--- config.mk ---
export PLATFORM = sky130hd
export DESIGN_NAME = ffba_cell
export DESIGN_NICKNAME = d
export VERILOG_FILES = /design/src/rtl/ffba_pkg.sv /design/src/rtl/ffba_cell.sv
export SDC_FILE = /design/constraint.sdc
export NUM_CORES = 1
export LEC_CHECK = 0
export BUFFER_PORTS_ARGS = -buffer_cell sky130_fd_sc_hd__buf_2
export CORE_ASPECT_RATIO = 1.1
export CORE_UTILIZATION = 44
export CTS_CLUSTER_SIZE = 20
export DETAILED_ROUTE_END_ITERATION = 7
export HOLD_SLACK_MARGIN = 0.1
export PLACE_DENSITY = 0.84
export SKIP_LAST_GASP = 1
export SYNTH_ARGS = -nofsm -noshare
export SYNTH_HDL_FRONTEND = slang
export SYNTH_SLANG_ARGS = --single-unit
--- constraint.sdc ---
create_clock -name aclk -period 5.1 [get_ports aclk]
set_input_delay 1.02 -clock aclk [delete_from_list [all_inputs] [get_ports aclk]]
set_output_delay 1.02 -clock aclk [all_outputs]
set_load 0.05 [all_outputs]
--- src/rtl/ffba_pkg.sv ---
// ----------------------------------------------------------------------------
// ffba_pkg
// Shared constants, codes and the token word passed along the cell chain.
// ----------------------------------------------------------------------------
package ffba_pkg;

    localparam int BLOCK_COUNT = 64;
    // block size 1 + i*step stays below BLOCK_COUNT * 2^16
    localparam int BS_W        = $clog2(BLOCK_COUNT) + 17;
    localparam int ADDR_W      = 32;
    localparam int STEP_W      = 16;
    localparam int CFG_W       = 32;

    localparam logic [ADDR_W-1:0] BASE_RST = 32'd0;
    localparam logic [STEP_W-1:0] STEP_RST = 16'd16;

    typedef enum logic [1:0] {
        ST_ALLOCATED = 2'd0,
        ST_NO_FIT    = 2'd1,
        ST_FREED     = 2'd2,
        ST_NOT_FOUND = 2'd3
    } status_t;

    typedef enum logic {
        REQ_ALLOC = 1'b0,
        REQ_FREE  = 1'b1
    } req_t;

    typedef enum logic {
        CFG_BASE = 1'b0,
        CFG_STEP = 1'b1
    } cfg_idx_t;

    typedef struct packed {
        logic              live;
        logic              done;
        req_t              kind;
        logic [ADDR_W-1:0] req_size;
        logic [ADDR_W-1:0] rel_addr;
        logic [ADDR_W-1:0] addr;
        logic [BS_W-1:0]   bsize;
        logic [ADDR_W-1:0] granted;
        status_t           status;
    } token_t;

endpackage

--- src/rtl/ffba_cell.sv ---
// ----------------------------------------------------------------------------
// ffba_cell
// One table entry: holds the used mark of its block, serves the passing
// request word and hands it on with the next block's address and size.
// ----------------------------------------------------------------------------
module ffba_cell
    import ffba_pkg::*;
(
    input  logic              aclk,
    input  logic              aresetn,
    input  token_t            tok_i,
    input  logic [STEP_W-1:0] step_i,
    output token_t            tok_o
);

    logic   used_reg;
    logic   used_next;
    token_t tok_reg;
    token_t tok_next;
    logic   fits;
    logic   hit;

    always_comb begin
        fits = !used_reg &&
               ({{(ADDR_W-BS_W){1'b0}}, tok_i.bsize} > tok_i.req_size);
        if (tok_i.kind == REQ_FREE) begin
            hit = tok_i.live && !tok_i.done && (tok_i.addr == tok_i.rel_addr);
        end else begin
            hit = tok_i.live && !tok_i.done && fits;
        end
    end

    always_comb begin
        used_next = used_reg;
        if (hit) begin
            used_next = (tok_i.kind == REQ_ALLOC);
        end
    end

    always_comb begin
        tok_next       = tok_i;
        tok_next.addr  = tok_i.addr + {{(ADDR_W-BS_W){1'b0}}, tok_i.bsize};
        tok_next.bsize = tok_i.bsize + {{(BS_W-STEP_W){1'b0}}, step_i};
        if (hit) begin
            tok_next.done = 1'b1;
            if (tok_i.kind == REQ_FREE) begin
                tok_next.status = ST_FREED;
            end else begin
                tok_next.status  = ST_ALLOCATED;
                tok_next.granted = tok_i.addr;
            end
        end
    end

    always_ff @(posedge aclk) begin
        if (!aresetn) begin
            used_reg     <= 1'b0;
            tok_reg.live <= 1'b0;
        end else begin
            used_reg <= used_next;
            tok_reg  <= tok_next;
        end
    end

    assign tok_o = tok_reg;

endmodule

# == Yosys cells after proc, flatten, opt, wreduce, memory -nomap -nowiden ==
# Cells that the tools add are included.
# totals
register_bits,157
word_cells,25
input_bits,174
output_inout_bits,156
# classes
n_addsub,2
n_lt_le_gt_ge,1
bitwise,1
eq_ne,1
n_reduce_logical,6
n_mux,4
# op_table
cell,n
$mux 34,1
$add 32x23->32,1
$eq 32x32->1,1
$gt 23x32->1,1
$mux 32,1
$add 23x16->23,1
$logic_and 1x1->1,4
$logic_not 1->1,2
$mux 2,1
$mux 1,1
$not 1->1,1

# == Depth between registers and ports, before layout ==
# Gate-level depths: netlist of the first run.
# logic_depth
depth_word,5
depth_mapped,10
depth_no_buf,10

# == Least setup slack after synthesis of the first run ==
# OpenSTA, ideal clock, no wires.
# synth_path
path_kind,input to register
from,in tok_i[122] (netlist bit)
to,reg tok_reg (netlist bit tok_o[10]) (data pin)
setup_time_ps,260
slack_ps,1787
cell_stages,10
path_buffers,1
t_arrival_ps,3053
required_time_ps,4840
path_cell_list,inv_1 > ha_1 > nor2b_1 > o211ai_1 > a2111o_1 > o211ai_1 > a21oi_1 > nor4b_4 > buf_6 > mux2_2
# synth_rtl
item,line,source
"start, declared",ffba_cell.sv:11,"input token_t tok_i,"
"end signal, assigned",ffba_cell.sv:61,tok_reg <= tok_next;
"end, declared",ffba_cell.sv:18,token_t tok_reg;

==> results of run 1 <==
-- placed cells by master (no fill, tap or decap), drive strengths merged, types with 5 or more instances in the layout --
cell and instances:
a211oi 5, a21o 22, a21oi 52, and3 7, buf 333, clkbuf 18, edfxtp 155, ha 62
inv 53, mux2 32, nand2 31, nand3 12, nand4 14, nor2 20, nor3 7, o21a 5
o21ai 21, xnor2 54, xor2 25
-- cell usage after synthesis (all sizes together), types with 3 or more instances --
master,number
a2111oi,3
a211oi,5
a21boi,3
a21o,22
a21oi,52
a31oi,3
and3,7
buf,3
clkbuf,7
edfxtp,155
ha,62
inv,45
mux2,32
nand2,31
nand2b,4
nand3,12
nand4,14
nor2,20
nor2b,3
nor3,7
nor4,4
o211ai,4
o21a,5
o21ai,21
o21bai,4
o31ai,3
or2,3
xnor2,54
xor2,25
-- metrics by stage --
| step | util | instance area (um2) | hold WS [ns] |
|---|---|---|---|
| final | 0.586 | 10800 | 0.521 |
| after global routing | 0.586 | 10800 | 0.544 |
| after CTS | 0.586 | 10800 | 0.512 |
| after detailed placement | 0.555 | 10300 | 0.496 |
| after global placement | 0.555 | 10300 | 0.481 |
| after floorplan | - | 8330 | 0.472 |
-- where the power goes --
group | internal [uW] | total [uW] | switching, uW
clock network | 692 | 1260 | 571
registers | 1570 | 1610 | 31.5
logic | 298 | 1090 | 794
-- cell families after synthesis --
group	after synthesis
XOR/XNOR	79
adder cells (fa/ha/maj)	64
flip-flops	157
buffers and inverters	55
multiplexers	33
AO/OA/AOI/OAI	143
AND/OR/NAND/NOR	115
-- critical path, stage by stage --
cell	delay, ns
buf_2	0.14
ha_1	0.34
nand2_1	0.06
o21ai_0	0.18
a2111oi_0	0.14
nor3_1	0.42
a21oi_1	0.21
nor4b_4	0.27
buf_4	0.38
mux2_2	0.39
-- area by class of cell --
| cell class | instances | area [um2] | share of cell area |
|---|---|---|---|
| diodes | 1 | 2.50 | 0.000231 |
| clock buffers | 18 | 429 | 0.0396 |
| clock inverters | 14 | 150 | 0.0139 |
| inverters | 45 | 169 | 0.0156 |
| multi-input cells | 434 | 3400 | 0.314 |
| flip-flops and latches | 157 | 4690 | 0.433 |
| well taps | 243 | 304 | 0.0281 |
| repair buffers | 333 | 1680 | 0.155 |
-- worst paths after layout --
path                     to  depth (start not counted)  slack, ns
hold / removal     used_reg                          1       0.52
hold reg to reg    used_reg                          1       0.52
setup reg to reg  tok_o[23]                          5       2.94
setup / recovery  tok_o[23]                         10       1.69
-- per-layer routing --
metal	global-route usage	part of all wire	up-vias	routed length [um]
li1	-	-	3130	-
met1	0.285	0.39	3189	9470
met2	0.444	0.51	293	12500
met3	0.0476	0.063	46	1530
met4	0.107	0.031	0	760
met5	0	0	-	0
==> results.toml, run 1 <==
[run_status]
status = "complete, no violations"

[placed_design]
placed_cells = 1212
gp_congestion = 0.892
hpwl_um = 19300
post-place-ws_ns = 1.19
portBuffers = 329

[critical_path]
cp-end-kind = "flip-flop"
cp.required_ns = 5.27
cp-start-kind = "primary input"
timing.rr.start = "used_reg"
arrival_ns = 3.58
critPathKind = "in2reg"
worstPathMaxFanout = 26
crit_start = "tok_i[53]"

[synth]
synth_area_leaders = "edfxtp_1, ha_1, xnor2_1"
ys_seq_area_frac = 0.564
netlist_area_um2 = 8330
syn_avg_cell_area_um2 = 12.9
ys_ff_latch = 157
synth_top_family_by_area = "compound AO/OA/AOI/OAI gates"
synth_fa_ha_area_frac = 0.0980
syn-instance-count = 646
yosysTopAreaCell = "edfxtp_1"
synth-simple-area-share = 0.0718
synthArstFlopShare = 0
yosysWarnings = 0
synth-xor-area-share = 0.0831
synth_compound_area_frac = 0.111
muxShareOfSynthArea = 0.0445
synth_fp_nets = 884
synth-edff-count = 155
ys.flop_type = "edfxtp_1"
synth_top_area_share = 0.559
synthDistinctLibCells = 58

[clock_tree]
cts_resized = 0
cts_made_buffers = 17
cts_tree = "built"
cts_hold_buf = 0
clk_pin_slew_worst_paths_ns = 0.07
clockBufferDepth = 2
post_cts_buffers = 0
clock_latency_ns = 0.42
htreeDepth = 4
cts_sinks = 157
cts-root-buf = "clkbuf_16"

[routing]
drt_iter0_markers = 321
ant_nets = 0
wl_um = 24200
wl_per_cell_um = 19.5
drc = 0
drt-pass1-iter-count = 5
routed_via_density = 5.35
vias = 6658

[timing]
setup_ws_ns = 1.69
rsz0062_at_grt = "false"
period_share = 0.669
fmax_mhz = 293
setup_violations = 0
worst_pin_slew_ns = 0.723
maxSlewHeadroom = 0.510
fin_tns_setup_ns = 0
final-hold-violation-count = 0
slew_viol_final = 0
period_needed_ns = 3.41
fin_skew_ns = 0.00916

[layout]
largest_reg_flops = 156
fill_cells = 1511
fin_cells = 1245
synthToLayoutAreaGrowth_pct = 30.1
drive_above_1_share = 0.401
fin_nets = 1226

[global_routing]
antenna_found_initial = 1
grt_use_total = 0.247
grt_max_degree = 74
first_global_vias = 6634
grt_pass1_wl_um = 35900
grt_overflow = 0

[job]
max-cap-violations = 0

[die]
die_y_um = 146
fp.dieArea_um2 = 19500
core_area_um2 = 18500
die_w_um = 133
ios = 330
rows = 52
start_util = 0.451

[worst_hold_path]
hold_path.class = "reg2reg"
min_from = "used_reg"

[pwr]
finalPower_uw = 3960
total_leakage_power_uw = 0.00482
peakVddDrop_mv = 0.236
powerDensity_nw_per_um2 = 365
No activity file was read; power rests on OpenSTA's default activity.
==> run 2: changes to the inputs <==
--- a/config.mk
+++ b/config.mk
@@ -5,13 +5,14 @@
 export SDC_FILE = /design/constraint.sdc
 export NUM_CORES = 1
 export LEC_CHECK = 0
+export ABC_AREA = 1
 export BUFFER_PORTS_ARGS = -buffer_cell sky130_fd_sc_hd__buf_2
 export CORE_ASPECT_RATIO = 1.1
 export CORE_UTILIZATION = 44
 export CTS_CLUSTER_SIZE = 20
 export DETAILED_ROUTE_END_ITERATION = 7
 export HOLD_SLACK_MARGIN = 0.1
-export PLACE_DENSITY = 0.84
+export PLACE_DENSITY = 0.86
 export SKIP_LAST_GASP = 1
 export SYNTH_ARGS = -nofsm -noshare
 export SYNTH_HDL_FRONTEND = slang
==> constraint.sdc (replaced) <==
create_clock -name aclk -period 3.1 [get_ports aclk]
set_input_delay 0.62 -clock aclk [delete_from_list [all_inputs] [get_ports aclk]]
set_output_delay 0.62 -clock aclk [all_outputs]
set_load 0.05 [all_outputs]
==> run 2 against run 1 <==
Against the previous run:
- register-to-register slack lost 1.6 ns
- count of clock-buffer cells in the layout stayed put
- clock power up 64%
- via count rose by 12%
- sequential share of layout area shrank 1.7 points
- cell area increased by 4.0%
- core utilization is essentially flat
- setup slack worse by 0.91 ns
- hold slack got worse by 0.13 ns
==> results.toml, run 2 <==
[run_status]
status = "complete, no violations"

[worst_hold_path]
hold_end = "tok_o[141]"
hold_path_depth = 1
min_from = "tok_i[141]"
hold_path.class = "in2reg"

[pwr]
p_seq_frac = 0.403
total_leakage_power_uw = 0.00528
peakVddDrop_mv = 0.369
switchingPower_uw = 2350
clockPowerShare = 0.315
intPower_uw = 4210
finalPower_uw = 6570
p_sw_frac = 0.358
powerDensity_nw_per_um2 = 582
combPwrFrac = 0.282

[placed_design]
placed_area_um2 = 10700
placed_cells = 1421
portBuffers = 329
hpwl_um = 20800
gp_congestion = 0.938

[synth]
netlist_area_um2 = 8700
yosysMostFrequentCell = "nand2_1"
synth_top_area_share = 0.535
synth_fp_nets = 1085
synth_common_cells = "nand2_1, edfxtp_1, inv_1"
synthDistinctLibCells = 42
ys_ff_latch = 157
syn_avg_cell_area_um2 = 10.3
synth_area_leaders = "edfxtp_1, ha_1, nand2_1"
syn-instance-count = 847
ys.flop_type = "edfxtp_1"
yosysWarnings = 0
yosysTopAreaCell = "edfxtp_1"
synthArstFlopShare = 0
synth-edff-count = 155
ys_seq_area_frac = 0.540

[timing]
slew_viol_final = 0
setup_violations = 0
final-hold-violation-count = 0
rsz0062_at_grt = "false"
fmax_mhz = 431
maxSlewHeadroom = 0.536
fin_skew_ns = 0.00868
period_needed_ns = 2.32
fin_tns_setup_ns = 0
whs_ns = 0.390
worst_pin_slew_ns = 0.696
period_share = 0.748

[critical_path]
timing.rr.start = "used_reg"
regToRegSetupSlack_ns = 1.39
crit_chain = "buf_2 -> ha_1 -> inv_1 -> fa_1 -> o21ai_0 -> nand3_1 -> nand3_2 -> a21o_1 -> nand2_1 -> xor2_1"
critPathKind = "in2reg"
arrival_ns = 2.49
max_stage_delay_ns = 0.43
worstPathMaxFanout = 3
rr_worst_depth = 9
cp-end-kind = "flip-flop"
r2r_end = "tok_o[25]"
crit_slowest_cell = "fa_1"
cp-start-kind = "primary input"
cp.required_ns = 3.27

[routing]
drt_iter0_markers = 426
wl_um = 25300
ant_nets = 0
drc = 0
routed_via_density = 5.12
vias = 7454
wl_per_cell_um = 17.4
drt-pass1-iter-count = 5

[layout]
largest_reg_flops = 156
multiInputGateArea_um2 = 3580
stdcell_area_um2 = 11300
drive_above_1_share = 0.333
synthToLayoutAreaGrowth_pct = 29.6
fill_cells = 1683
final_cell_mix = "buf_2, nand2_1, edfxtp_1"
final_common_cell = "buf_2"
register_area_um2 = 4690
fin_cells = 1455
fin_nets = 1431

[job]
max-cap-violations = 0

[clock_tree]
clk_pin_slew_worst_paths_ns = 0.07
clockBufferDepth = 2
clock_latency_ns = 0.42
cts-root-buf = "clkbuf_16"
htreeDepth = 4
cts_hold_buf = 0
cts_resized = 0
cts_made_buffers = 17
post_cts_buffers = 0
cts_tree = "built"
cts_sinks = 157

[die]
rows = 53
die_y_um = 149
core_area_um2 = 19200
ios = 330
start_util = 0.452
fp.dieArea_um2 = 20300
die_w_um = 136

[global_routing]
first_global_vias = 7457
grt_overflow = 0
grt_use_total = 0.248
grt_pass1_wl_um = 37700
antenna_found_initial = 2
grt_max_degree = 69
-- run 2: changes by cell type in the layout (fill, tap and decap cells not counted), moves of 11 or more --
cell	delta
nand2_1	+169
mux2_2	-31
inv_1	+47
nand3_1	+11
nor2_1	+33
o21ai_1	+19
a21o_1	-14
xnor2_1	-16
-- run 2: cell type report --
| class | count | area share |
|---|---|---|
| sequential | 157 | 0.416 |
| clock inverter | 14 | 0.0132 |
| inverter | 96 | 0.0322 |
| clock buffer | 18 | 0.0381 |
| timing repair buffer | 334 | 0.154 |
| tap | 247 | 0.0274 |
| multi-input combinational | 587 | 0.318 |
| antenna | 2 | 0.000444 |
-- run 2: per-stage QoR --
stage,utilization,setup slack (ns)
after CTS,0.586,0.823
after global placement,0.556,0.423
after global routing,0.586,0.714
after detailed placement,0.556,0.378
final,0.586,0.781
after floorplan,-,0.768
-- run 2: logic make-up after synthesis --
group	synth area share
xor gates and xnor gates	0.0705
and+or+nand+nor	0.160
adders and majority gates	0.0938
DFF	0.540
buffers and inverters	0.0482
AOI/OAI and AO/OA	0.0873
-- run 2: worst max-delay path by stage --
stage | start | endpoint | depth (start not counted) | slack [ns]
finish | tok_i[34] | tok_o[85] | 10 | 0.78
global route | tok_i[34] | tok_o[85] | 10 | 0.71
floorplan | tok_i[34] | tok_o[85] | 9 | 0.77
detailed placement | tok_i[34] | tok_o[85] | 10 | 0.38
CTS | tok_i[34] | tok_o[85] | 10 | 0.82
global placement | tok_i[34] | tok_o[85] | 10 | 0.42
-- run 2: critical path, delay by kind of cell --
kind            cells  cell delay [ns]
compound gates      2             0.58
buf+inv             2             0.19
simple gates        3             0.36
xor+xnor            1             0.13
fa+ha+maj           2             0.61
-- run 2: layer usage --
| layer | share of wire | track usage | wire (um) |
|---|---|---|---|
| met5 | 0 | 0 | 0 |
| met4 | 0.033 | 0.111 | 844 |
| met3 | 0.069 | 0.0478 | 1750 |
| met2 | 0.50 | 0.432 | 12800 |
| met1 | 0.39 | 0.296 | 9980 |
-- run 2: power by group through the flow --
stage	logic [uW]	clock network [uW]	registers, uW
floorplan	509	0	3450
global placement	1820	0	2680
detailed placement	1850	0	2690
CTS	1850	2110	2650
global route	1970	2180	2660
finish	1850	2070	2650
==> run 3: changes to the inputs <==
--- a/config.mk
+++ b/config.mk
@@ -5,14 +5,14 @@
 export SDC_FILE = /design/constraint.sdc
 export NUM_CORES = 1
 export LEC_CHECK = 0
-export ABC_AREA = 1
+export ABC_AREA = 0
 export BUFFER_PORTS_ARGS = -buffer_cell sky130_fd_sc_hd__buf_2
 export CORE_ASPECT_RATIO = 1.1
 export CORE_UTILIZATION = 44
 export CTS_CLUSTER_SIZE = 20
 export DETAILED_ROUTE_END_ITERATION = 7
 export HOLD_SLACK_MARGIN = 0.1
-export PLACE_DENSITY = 0.86
+export PLACE_DENSITY = 0.84
 export SKIP_LAST_GASP = 1
 export SYNTH_ARGS = -nofsm -noshare
 export SYNTH_HDL_FRONTEND = slang
==> constraint.sdc (replaced) <==
create_clock -name aclk -period 2.2 [get_ports aclk]
set_input_delay 0.44 -clock aclk [delete_from_list [all_inputs] [get_ports aclk]]
set_output_delay 0.44 -clock aclk [all_outputs]
set_load 0.05 [all_outputs]
==> run 3 against run 2 <==
Against the previous run:
- the run now ends with setup timing left
- final cell count is 1.4% lower
- via count increased by 5.1%
- sequential share of layout area down 6.6 points
- hold slack worse by 0.20 ns
- register-to-register slack lost 1.3 ns
- clock power rose by 59%
- first-iteration DRC count increased by 23%
- critical path type unchanged
==> results.toml, run 3 (same netlist as run 1, synthesis figures left out) <==
[clock_tree]
clockBufferDepth = 2
clock_latency_ns = 0.43
cts_made_buffers = 17
cts_sinks = 157
cts_tree = "built"
cts-root-buf = "clkbuf_16"
clk_pin_slew_worst_paths_ns = 0.06
htreeDepth = 4

[timing]
whs_ns = 0.194
fmax_mhz = 398
worst_pin_slew_ns = 0.473
period_needed_ns = 2.51
fin_skew_ns = 0.00641
final-hold-violation-count = 0
rsz0062_at_grt = "true"
setup_ws_ns = -0.314
slew_viol_final = 0
maxSlewHeadroom = 0.681
setup_violations = 43
period_share = 1.14

[routing]
drc = 0
wl_per_cell_um = 21.0
routed_via_density = 5.46
drt-pass1-iter-count = 5
vias = 7832
ant_nets = 0
drt_iter0_markers = 525
wl_um = 30200

[global_routing]
grt_max_degree = 42
grt_overflow = 0
first_global_vias = 7876
grt_pass1_wl_um = 42700
grt_use_total = 0.295
antenna_found_initial = 1

[die]
die_w_um = 133
fp.dieArea_um2 = 19500
core_area_um2 = 18500
rows = 52
die_y_um = 146
ios = 330
start_util = 0.451

[pwr]
total_leakage_power_uw = 0.00600
powerDensity_nw_per_um2 = 768
clockPowerShare = 0.321
finalPower_uw = 10300
peakVddDrop_mv = 0.668
p_seq_frac = 0.362
switchingPower_uw = 3540
intPower_uw = 6740
p_sw_frac = 0.344
combPwrFrac = 0.317

[critical_path]
cp-start-kind = "primary input"
crit_slowest_cell = "a2111o_1"
arrival_ns = 2.69
cp.required_ns = 2.38
crit_chain = "buf_8 -> inv_4 -> ha_4 -> nand4_1 -> a2111o_1 -> o211ai_1 -> a21oi_2 -> nor4b_4 -> buf_6 -> buf_12 -> mux2_2"
cp-end-kind = "flip-flop"
max_stage_delay_ns = 0.43
worstPathMaxFanout = 6
critPathKind = "in2reg"

[placed_design]
placed_area_um2 = 11800
portBuffers = 329
hpwl_um = 21200
gp_congestion = 0.910
post-place-ws_ns = -0.809

[layout]
fin_nets = 1416
synthToLayoutAreaGrowth_pct = 60.7
stdcell_area_um2 = 13400
utilization = 0.724
final_cell_mix = "buf_2, buf_4, edfxtp_1"
final_common_cell = "buf_2"
drive_above_1_share = 0.579
largest_reg_flops = 156

[job]
max-cap-violations = 0

[worst_hold_path]
hold_path.class = "in2reg"

[run_status]
violations = "setup timing"
status = "finished with violations"
[run 3: cell types whose count changed in the layout (fill, tap and decap cells not counted), moves of 19 or more]
| cell | previous run | this run |
|---|---|---|
| ha_1 | 62 | 34 |
| mux2_4 | 0 | 24 |
| a21oi_1 | 55 | 28 |
| buf_4 | 1 | 175 |
| ha_4 | 0 | 26 |
| buf_6 | 1 | 20 |
| nand2_1 | 200 | 30 |
| nor2_1 | 53 | 17 |
| inv_1 | 92 | 37 |
| a21oi_2 | 2 | 24 |
[run 3: worst max-delay path, delay by kind of cell]
family                   cells  cell delay, ns
buffers and inverters        4            0.44
adder cells (fa/ha/maj)      1            0.28
AND/OR/NAND/NOR              2            0.48
AO/OA/AOI/OAI                3            0.69
multiplexers                 1            0.34
[run 3: final timing paths]
path / from / endpoint / slack (ns) / depth (start not counted)
setup / recovery: tok_i[134] / tok_o[14] / -0.31 / 11
hold / removal: tok_i[133] / tok_o[133] / 0.19 / 1
setup reg to reg: used_reg / tok_o[14] / 0.09 / 6
hold reg to reg: used_reg / used_reg / 0.52 / 1
[run 3: timing repair]
action / in CTS / in global routing
gates resized for setup: 76 / 64
setup buffers: 20 / 11
hold buffers: 0 / 0
setup endpoints to repair: 55 / 61
pin swaps: 26 / 39
gates cloned: 2 / 1
[run 3: through the flow]
stage | TNS, ns | instances
after global placement | -40.57 | 1370
final | -9.53 | 1435
after detailed placement | -43.85 | 1370
after global routing | -12.87 | 1435
after CTS | -6.57 | 1424
after floorplan | -16.67 | 646
[run 3: layer usage]
layer	global-route usage	share of wire	wire, um
met2	0.547	0.52	15800
met1	0.334	0.37	11100
met4	0.122	0.043	1290
met5	0	0	0
met3	0.0503	0.065	1960
[run 3: final cells by class]
| type | instances | area [um2] |
|---|---|---|
| clock buffer | 18 | 429 |
| inverter | 45 | 189 |
| antenna | 1 | 2.50 |
| sequential | 157 | 4690 |
| multi-input combinational | 434 | 4200 |
| timing repair buffer | 523 | 3340 |
| tap | 243 | 304 |
| fill | 1172 | 5090 |
| clock inverter | 14 | 224 |
[run 3: power by group through the flow]
stage	sequential [uW]	clock [uW]	combinational, uW
after floorplan	4850	0	753
after CTS	3720	3310	3080
after detailed placement	3790	0	2930
after global routing	3750	3460	3400
final	3720	3300	3260
after global placement	3780	0	2880
